===== src/ffba_pkg.sv =====
`timescale 1ns / 1ps

package ffba_pkg;

   // Operation codes carried in the request
   localparam logic [1:0] OP_ALLOC  = 2'd0;
   localparam logic [1:0] OP_FREE   = 2'd1;
   localparam logic [1:0] OP_RESIZE = 2'd2;

   // Status codes carried in the response
   localparam logic [1:0] STS_OK      = 2'd0;
   localparam logic [1:0] STS_HEAP    = 2'd1;
   localparam logic [1:0] STS_TABLE   = 2'd2;
   localparam logic [1:0] STS_UNKNOWN = 2'd3;

   // Configuration register indexes
   localparam logic REG_HEAP_BASE  = 1'b0;
   localparam logic REG_HEAP_LIMIT = 1'b1;

   // Search token walking down the cell chain, newest entry first
   typedef struct packed {
      logic        active;
      logic        fit_mode;  // 1: free block with size >= key, 0: start == key
      logic [32:0] key;
      logic        found;
      logic [31:0] start;
      logic [31:0] size;
   } token_type;

   // Write command broadcast to every cell
   typedef struct packed {
      logic        claim_fit;     // cell picked by the last fit search: free <= 0
      logic        release_find;  // cell picked by the last lookup: free <= 1
      logic        new_en;        // cell at index entry_count takes a new block
      logic [31:0] new_start;
      logic [31:0] new_size;
   } cmd_type;

endpackage


===== src/ffba_cell.sv =====
`timescale 1ns / 1ps

// One block table entry. Passes the search token on to the next older entry.
module ffba_cell #(
   parameter int INDEX = 0,
   parameter int CNT_W = 7
) (
   input  logic               clock,
   input  logic               reset,
   input  logic [CNT_W-1:0]   entry_count,
   input  ffba_pkg::cmd_type  cmd,
   input  ffba_pkg::token_type tok_i,
   output ffba_pkg::token_type tok_o
);

   logic [31:0] start_ff;
   logic [31:0] size_ff;
   logic        free_ff;
   logic        sel_fit_ff;
   logic        sel_find_ff;
   ffba_pkg::token_type tok_ff;
   ffba_pkg::token_type tok_in;

   logic in_use;
   logic is_new;
   logic hit;

   assign in_use = CNT_W'(INDEX) < entry_count;
   assign is_new = CNT_W'(INDEX) == entry_count;

   always_comb begin
      if (tok_i.fit_mode) begin
         hit = free_ff && ({1'b0, size_ff} >= tok_i.key);
      end else begin
         hit = start_ff == tok_i.key[31:0];
      end
      hit = hit && in_use && tok_i.active && !tok_i.found;
      tok_in = tok_i;
      if (hit) begin
         tok_in.found = 1'b1;
         tok_in.start = start_ff;
         tok_in.size  = size_ff;
      end
   end

   // entry payload, undefined until written
   always_ff @(posedge clock) begin
      if (cmd.new_en && is_new) begin
         start_ff <= cmd.new_start;
         size_ff  <= cmd.new_size;
         free_ff  <= 1'b0;
      end else if (cmd.claim_fit && sel_fit_ff) begin
         free_ff <= 1'b0;
      end else if (cmd.release_find && sel_find_ff) begin
         free_ff <= 1'b1;
      end
   end

   always_ff @(posedge clock) begin
      if (reset) begin
         sel_fit_ff    <= 1'b0;
         sel_find_ff   <= 1'b0;
         tok_ff.active <= 1'b0;
      end else begin
         if (tok_i.active) begin
            if (tok_i.fit_mode) begin
               sel_fit_ff <= hit;
            end else begin
               sel_find_ff <= hit;
            end
         end
         tok_ff.active <= tok_in.active;
      end
      tok_ff.fit_mode <= tok_in.fit_mode;
      tok_ff.key      <= tok_in.key;
      tok_ff.found    <= tok_in.found;
      tok_ff.start    <= tok_in.start;
      tok_ff.size     <= tok_in.size;
   end

   assign tok_o = tok_ff;

endmodule


===== config.mk =====
export PLATFORM = sky130hd
export DESIGN_NAME = ffba_cell
export DESIGN_NICKNAME = d
export VERILOG_FILES = /design/src/ffba_pkg.sv /design/src/ffba_cell.sv
export SDC_FILE = /design/constraint.sdc
export NUM_CORES = 1
export LEC_CHECK = 0
export ABC_CLOCK_PERIOD_IN_PS = 5900
export BUFFER_PORTS_ARGS = -buffer_cell sky130_fd_sc_hd__buf_2
export CAP_MARGIN = 10
export CORE_MARGIN = 10
export CORE_UTILIZATION = 40
export DETAILED_ROUTE_END_ITERATION = 10
export PLACE_DENSITY = 0.69
export SYNTH_ARGS = -nofsm -noshare
export SYNTH_HDL_FRONTEND = slang
export SYNTH_SLANG_ARGS = --single-unit

===== constraint.sdc =====
create_clock -name clock -period 5.9 [get_ports clock]
set_input_delay 0.295 -clock clock [delete_from_list [all_inputs] [get_ports clock]]
set_output_delay 0.295 -clock clock [all_outputs]
set_load 0.02 [all_outputs]

==> impl_metrics.toml, run 1 <==
[status]
run_status = "finished clean"

[sta]
finalSetupViolCount = 0
period_minus_slack_ns = 3.15
fmax_mhz = 317
tns_ns = 0
slew_headroom_pct = 36.7
final_hold_viol_count = 0
worstMarginPinSlew_ns = 0.949
maxSlewViolCount = 0
rsz0062_at_grt = "false"
period_share_pct = 53.4
fin_skew_ns = 0.00699
worst_slack_ns = 2.75

[power]
clkPwrFrac_pct = 41.5
pwr-share-comb_pct = 9.3
power_frac_seq_pct = 49.3
netSwitchingFraction_pct = 22.5
p_per_area_nw_per_um2 = 301
p_leak_nw = 4.03
power_switching_mw = 0.567
peakVddDrop_uv = 184
intPower_mw = 1.96

[cts]
htreeDepth = 4
postCtsSetupBuffers = 0
cts_buffers = 17
clk_pin_slew_ns = 0.06
cts.sinks = 167
tritoncts = "yes"
clock-root-buffer = "clkbuf_16"
cts_resized = 0
cts.path.max_buffers = 2
clock_latency_ns = 0.42

[route]
dr.pass1.iters = 4
first_iter_violations = 92
wl_per_cell_um = 20.0
drc = 0
via_per_inst = 4.75
finalWirelength_um = 18300
vias = 4324
ant_nets = 0

[placed_design]
portBuffers = 275
dp_slack_ns = 2.90
place_congestion = 0.808
hpwl_um = 14700

[global_route]
grt_pass1_vias = 4757
grt_first_pass_wirelength_um = 26200
grt_use_total_pct = 16.9
grt_overflow = 0
antenna_found_initial = 2
grt_max_degree = 66

[synthesis]
yosysWarnings = 0
synth_seq_area_share_pct = 64.1
synthFlopType = "dfxtp_1"
yosysTopAreaCell = "dfxtp_1"
yosysMostFrequentCell = "dfxtp_1"
ys_types = 34
syn_area_um2 = 6220
synthTopCellsByArea = "dfxtp_1 (33%), edfxtp_1 (31%), mux2_4 (12%)"
ys_ff_latch = 167
synth_top_area_share_pct = 33.2
syn_avg_cell_area_um2 = 15.1
ys_top_cells_by_count = "dfxtp_1 (103), edfxtp_1 (64), mux2_4 (49)"
synth-edff-count = 64
async_flop_share_pct = 0
synth_nets = 621
syn_inst = 413

[critical_path]
cp_slowest_cell = "buf_4"
cp-startpoint = "tok_i[85]"
path_delay_family = "buffers and inverters"
path_class = "input port to flop"
critPathCaptureType = "flop"
cp.depth = 11
crit_chain = "dlygate4sd3_1 -> buf_2 -> inv_1 -> ha_1 -> a21oi_1 -> o21ai_1 -> a221oi_1 -> o311ai_1 -> a211oi_4 -> buf_4 -> mux2_2"
crit_fanout = 34
path_buf_inv = 4
critPathArrivalTime_ns = 3.46
r2r_cells = 8
critical_path_required_ns = 6.21
worstSetupStartpointType = "input port"
r2r-start = "size_ff[18]"
slowest_delay_ns = 0.55

[die]
initial_core_util_pct = 40.9
dieHeight_um = 145
io_pins = 276
die_w_um = 145
coreArea_um2 = 15200
rows = 45
dieArea_um2 = 20900

[run]
drv_cap = 0

[layout]
fill_cells = 1272
drive_above_1_share_pct = 51.8
area_growth_pct = 35.0
finalNetCount = 915
postLayoutCoreUtil_pct = 55.3

[worst_hold_path]
whs_path_depth = 1
hp-start = "tok_i[74]"
hold_path.class = "input port to flop"
-- power groups by stage --
stage               clock network [mW]  registers, mW  logic, mW
finish                            1.05           1.24      0.234
global route                      1.12           1.25      0.252
CTS                               1.07           1.24      0.237
detailed placement                   0           1.27      0.233
global placement                     0           1.27      0.229
floorplan                            0           1.32     0.0602
-- logic make-up (layout without fill, tap and decap cells) --
| kind of cell | after synthesis | after routing | share of synthesized area [%] |
|---|---|---|---|
| AO/OA/AOI/OAI | 34 | 34 | 3.44 |
| XOR/XNOR | 32 | 32 | 4.51 |
| adder cells (fa/ha/maj) | 32 | 32 | 6.44 |
| buffers and inverters | 41 | 348 | 3.22 |
| flip-flops | 167 | 167 | 64.1 |
| multiplexers | 64 | 64 | 14.5 |
| other | 0 | 3 | 0 |
| AND/OR/NAND/NOR | 43 | 43 | 3.80 |
-- worst paths after layout --
kind / slack [ns] / end
setup / recovery: 2.75 / tok_o[13]
hold / removal: 0.02 / tok_o[74]
setup reg to reg: 2.94 / tok_o[13]
hold reg to reg: 0.44 / free_ff
-- placed cells by master (no fill, tap or decap), drive strengths merged, types with 6 or more instances in the layout --
master	n
buf	277
dfxtp	103
edfxtp	64
mux2	64
inv	36
ha	32
xor2	28
clkbuf	23
a21oi	16
nor4	10
nand2	8
nand4	7
nand3	6
a211oi	6
clkinv	6
-- per-layer routing --
metal | global-route usage (%) | routed length, µm | vias to the layer above | part of all wire (%)
met5 | 0 | 13 | - | 0.071
met4 | 7.34 | 430 | 2 | 2.4
met3 | 7.11 | 1620 | 28 | 8.9
met2 | 28.1 | 8850 | 198 | 48
met1 | 18.6 | 7350 | 2033 | 40
li1 | - | - | 2063 | -
-- flip-flops by register name, summed over array words and instances (netlist names) --
name and flops:
tok_o 100, size_ff 32, start_ff 32, free_ff 1, sel_find_ff 1, sel_fit_ff 1
-- repair_timing --
item | CTS | global route
hold buffers | 5 | 0
endpoints found under the setup margin | 0 | 0
hold endpoints to repair | 5 | 0
-- through the flow --
stage / power [mW] / instance area, µm² / cells / hold WS, ns
floorplan: 1.38 / 6220 / 413 / 0.323
finish: 2.53 / 8400 / 911 / 0.0236
detailed placement: 1.50 / 7790 / 871 / 0.433
global route: 2.62 / 8390 / 908 / 0.000282
CTS: 2.55 / 8390 / 908 / 0.00106
global placement: 1.50 / 7790 / 871 / 0.423
-- layout make-up --
type                    instances  area (µm²)  share of cell area (%)
flip-flops and latches        167        3980                    47.4
multi-input cells             205        2050                    24.4
repair buffers                282        1440                    17.2
clock buffers                  23         479                    5.71
well taps                     188         235                    2.80
inverters                      34         128                    1.52
clock inverters                 9        76.3                   0.909
diodes                          3        7.51                  0.0894
Note: power is estimated with default switching activity, not from simulation.
==> inputs of run 2 (changes only) <==
Settings changed: ABC_CLOCK_PERIOD_IN_PS 5900 to 3300.
Clock period 5.9 ns to 3.3 ns, I/O delays scaled along.
==> impl_metrics.toml, run 2 (synthesized netlist as in run 1, its figures left out) <==
[status]
run_status = "finished clean"

[critical_path]
critPathArrivalTime_ns = 3.31
cp_slowest_cell = "dlygate4sd3_1"
crit_chain = "dlygate4sd3_1 -> buf_2 -> inv_1 -> ha_1 -> a211oi_1 -> a211oi_1 -> o21ai_0 -> o311ai_1 -> a211oi_4 -> buf_12 -> mux2_2"
critPathCaptureType = "flop"
critPathMostFrequentCell = "a211oi_1"
path_class = "input port to flop"
r2r_slack_ns = 0.32
critical_path_required_ns = 3.60
crit_fanout = 65
slowest_delay_ns = 0.52
worstSetupStartpointType = "input port"

[sta]
worstMarginPinSlew_ns = 0.948
fmax_mhz = 332
rsz0062_at_grt = "false"
slew_headroom_pct = 36.8
period_share_pct = 91.4
maxSlewViolCount = 0
tns_ns = 0
final_hold_viol_count = 0
finalSetupViolCount = 0
period_minus_slack_ns = 3.02
fin_skew_ns = 0.0106

[layout]
area_growth_pct = 61.1
final_common_cell = "buf_2"
fill_cells = 1098
drive_above_1_share_pct = 42.8
largest_reg_flops = 100
final_area_um2 = 10000
mostFrequentLayoutCells = "buf_2 (275), dlygate4sd3_1 (165), dfxtp_1 (103), edfxtp_1 (64), mux2_4 (49)"
finalNetCount = 1074

[cts]
hold_buffers = 165
clock_latency_ns = 0.42
postCtsSetupBuffers = 0
clk_pin_slew_ns = 0.06
cts_resized = 0
htreeDepth = 4
clock-root-buffer = "clkbuf_16"
cts.path.max_buffers = 2
cts.sinks = 167
tritoncts = "yes"
cts_buffers = 17

[route]
first_iter_violations = 185
vias = 4987
wl_per_cell_um = 19.8
via_per_inst = 4.67
ant_nets = 0
finalWirelength_um = 21100
dr.pass1.iters = 4
drc = 0

[die]
rows = 45
dieHeight_um = 145
io_pins = 276
die_w_um = 145
dieArea_um2 = 20900
initial_core_util_pct = 40.9
coreArea_um2 = 15200

[run]
drv_cap = 0

[placed_design]
place_area_um2 = 7790
portBuffers = 275
place_congestion = 0.784
hpwl_um = 14400

[power]
p_leak_nw = 4.70
clkPwrFrac_pct = 41.0
netSwitchingFraction_pct = 23.4
intPower_mw = 3.64
p_per_area_nw_per_um2 = 474
peakVddDrop_uv = 330
power_switching_mw = 1.11
power_frac_seq_pct = 46.8
pwr-share-comb_pct = 12.2

[global_route]
grt_overflow = 0
grt_max_degree = 66
grt_first_pass_wirelength_um = 31400
grt_use_total_pct = 19.9
antenna_found_initial = 1
grt_pass1_vias = 5682

[worst_hold_path]
hold_path.class = "input port to flop"
-- run 2: layer usage --
metal	part of all wire [%]	GRT usage, %	vias up	wire length (µm)
li1	-	-	2380	-
met1	38	21.4	2357	8060
met2	52	35.4	218	10900
met3	8.3	6.94	32	1750
met4	2.0	6.70	0	414
met5	0	0	-	0
-- run 2: final cells by class --
| class | count | area (µm²) | share of cell area (%) |
|---|---|---|---|
| diodes | 1 | 2.50 | 0.0250 |
| clock buffers | 17 | 425 | 4.24 |
| clock inverters | 15 | 151 | 1.51 |
| inverters | 34 | 128 | 1.27 |
| multi-input cells | 205 | 2050 | 20.4 |
| flip-flops and latches | 167 | 3980 | 39.8 |
| well taps | 188 | 235 | 2.35 |
| repair buffers | 441 | 3050 | 30.4 |
-- run 2: through the flow --
step / setup WS (ns) / util [%] / instances / power [mW] / hold WS (ns)
2_1_floorplan: 0.688 / - / 413 / 2.46 / 0.193
3_3_place_gp: 0.316 / 51.3 / 870 / 2.67 / 0.312
3_5_place_dp: 0.323 / 51.3 / 870 / 2.68 / 0.308
4_1_cts: 0.245 / 65.9 / 1067 / 4.78 / 0.0475
5_1_grt: 0.0229 / 65.9 / 1068 / 4.92 / 0.0637
6_report: 0.284 / 65.9 / 1068 / 4.76 / 0.0755
-- run 2: path summary, 6_finish.rpt --
check | start | to | cells after the start
max reg2reg | size_ff[11] | tok_o[11] | 8
min | tok_i[99] | tok_o[99] | 2
max | tok_i[76] | tok_o[11] | 11
min reg2reg | sel_fit_ff | free_ff | 1
-- run 2: power groups by stage --
stage               logic [mW]  clock network, mW  registers [mW]
finish                   0.580               1.95            2.23
global route             0.621               2.07            2.23
CTS                      0.574               1.98            2.22
detailed placement       0.416                  0            2.27
global placement         0.408                  0            2.27
floorplan                0.108                  0            2.35
-- run 2: worst max-delay path, delay by kind of cell --
family / cells / cell delay (ns)
AOI/OAI and AO/OA: 5 / 1.24
buffers and inverters: 4 / 1.13
muxes: 1 / 0.41
adders and majority gates: 1 / 0.32
==> inputs of run 3 (changes only) <==
Settings changed: CORE_UTILIZATION 40 to 47, PLACE_DENSITY 0.69 to 0.8.
==> impl_metrics.toml, run 3 (synthesized netlist as in run 1, its figures left out) <==
[cts]
cts_resized = 0
clock-root-buffer = "clkbuf_16"
cts.path.max_buffers = 2
htreeDepth = 4
cts.sinks = 167
clock_latency_ns = 0.42
clk_pin_slew_ns = 0.06
tritoncts = "yes"
cts_buffers = 17

[route]
first_iter_violations = 293
wl_met3_um = 1970
met2_length_um = 11500
wl_per_cell_um = 21.1
drt-met1-wl_um = 8130
drc = 0
vias = 5147
ant_nets = 0
via_per_inst = 4.86
finalWirelength_um = 22400
dr.pass1.iters = 4
topRoutingLayerUsed = "met4"

[power]
power_frac_seq_pct = 46.8
peakVddDrop_uv = 318
p_leak_nw = 4.72
netSwitchingFraction_pct = 22.1
pwr-share-comb_pct = 12.4
finalPower_mw = 4.76
clkPwrFrac_pct = 40.8
p_per_area_nw_per_um2 = 473
intPower_mw = 3.70
power_switching_mw = 1.05

[sta]
finalSetupViolCount = 0
final_hold_viol_count = 0
rsz0062_at_grt = "false"
fmax_mhz = 316
fin_skew_ns = 0.0110
maxSlewViolCount = 0
worstMarginPinSlew_ns = 0.959
period_minus_slack_ns = 3.16
period_share_pct = 95.8
slew_headroom_pct = 36.1
worst_slack_ns = 0.138
tns_ns = 0

[critical_path]
worstSetupStartpointType = "input port"
cp-startpoint = "tok_i[96]"
crit_chain = "dlygate4sd3_1 -> buf_2 -> inv_1 -> ha_1 -> nand4b_1 -> nor4_1 -> o21ai_0 -> o311ai_1 -> a211oi_4 -> buf_12 -> mux2_4"
rr_endpoint = "tok_o[30]"
path_class = "input port to flop"
critPathArrivalTime_ns = 3.46
endpoint = "tok_o[30]"
critPathCaptureType = "flop"
cp_slowest_cell = "nor4_1"
r2r_cells = 8
r2r_slack_ns = 0.22
crit_fanout = 26
slowest_delay_ns = 0.62
r2r-start = "size_ff[31]"
critical_path_required_ns = 3.60

[die]
die_w_um = 135
io_pins = 276
rows = 41
coreArea_um2 = 12800
dieHeight_um = 135
dieArea_um2 = 18200
initial_core_util_pct = 48.7

[placed_design]
dp_slack_ns = 0.359
portBuffers = 275
place_congestion = 0.833
hpwl_um = 14600
place_area_um2 = 7820

[global_route]
grt_use_total_pct = 24.4
grt_pass1_vias = 6025
grt_overflow = 0
grt_first_pass_wirelength_um = 33900
antenna_found_initial = 5
grt_max_degree = 66

[layout]
drive_above_1_share_pct = 42.0
mostFrequentLayoutCells = "buf_2 (275), dlygate4sd3_1 (165), dfxtp_1 (103), edfxtp_1 (64), mux2_4 (49)"
area_growth_pct = 61.6
postLayoutCoreUtil_pct = 78.7
finalNetCount = 1077
final_area_um2 = 10000
largest_reg_flops = 100
fill_cells = 692
final_common_cell = "buf_2"

[run]
drv_cap = 0

[status]
run_status = "finished clean"

[worst_hold_path]
hold_path.class = "input port to flop"
whs_path_depth = 2
==> run 3: cell count changes in the layout (fill, tap and decap cells not counted) <==
| cell | before | now |
|---|---|---|
| buf_12 | 1 | 3 |
| clkbuf_1 | 0 | 8 |
| clkbuf_8 | 0 | 1 |
| inv_6 | 3 | 0 |
| inv_4 | 0 | 1 |
| diode_2 | 1 | 5 |
| buf_4 | 0 | 1 |
| clkinv_4 | 2 | 0 |
| clkinv_2 | 5 | 1 |
| clkbuf_16 | 17 | 18 |
| clkinvlp_4 | 3 | 0 |
==> run 3: repair_timing <==
action                    4_1_cts  5_1_grt
hold buffers                  165        0
hold endpoints to repair      166        0
buffers inserted                0        0
==> run 3: worst min path at each step <==
stage	from	end	slack (ns)
4_1_cts	tok_i[99]	tok_o[99]	0.03
3_5_place_dp	tok_i[82]	tok_o[82]	0.31
6_report	tok_i[99]	tok_o[99]	0.04
2_1_floorplan	tok_i[65]	tok_o[65]	0.19
5_1_grt	tok_i[99]	tok_o[99]	0.06
3_3_place_gp	tok_i[70]	tok_o[70]	0.31
==> run 3: critical path: cells and delay by family <==
family | cells | cell delay (ns)
buffers and inverters | 4 | 1.02
adder cells (fa/ha/maj) | 1 | 0.30
AO/OA/AOI/OAI | 3 | 0.80
AND/OR/NAND/NOR | 2 | 0.85
multiplexers | 1 | 0.31
==> run 3: metrics by stage <==
stage,hold slack (ns),std cells
after floorplan,0.193,413
after global placement,0.311,857
after detailed placement,0.310,857
after CTS,0.0318,1053
after global routing,0.0596,1058
final,0.0419,1058
==> run 3: metal layers <==
| metal | track usage [%] | vias up |
|---|---|---|
| li1 | - | 2388 |
| met1 | 25.3 | 2442 |
| met2 | 42.4 | 263 |
| met3 | 9.01 | 54 |
| met4 | 12.6 | 0 |
| met5 | 0 | - |
==> run 3: cell type report <==
| type | instances | area, µm² | share of cell area, % |
|---|---|---|---|
| Inverter | 34 | 128 | 1.27 |
| Clock buffer | 27 | 494 | 4.92 |
| Antenna cell | 5 | 12.5 | 0.125 |
| Tap cell | 172 | 215 | 2.14 |
| Multi-Input combinational cell | 205 | 2050 | 20.4 |
| Sequential cell | 167 | 3980 | 39.6 |
| Clock inverter | 4 | 71.3 | 0.710 |
| Timing Repair Buffer | 444 | 3100 | 30.8 |
==> run 3: power by group through the flow <==
| stage | clock (mW) | combinational, mW | sequential [mW] |
|---|---|---|---|
| 2_1_floorplan | 0 | 0.108 | 2.35 |
| 3_3_place_gp | 0 | 0.405 | 2.27 |
| 3_5_place_dp | 0 | 0.416 | 2.27 |
| 4_1_cts | 1.94 | 0.575 | 2.22 |
| 5_1_grt | 2.04 | 0.629 | 2.23 |
| 6_report | 1.94 | 0.589 | 2.23 |
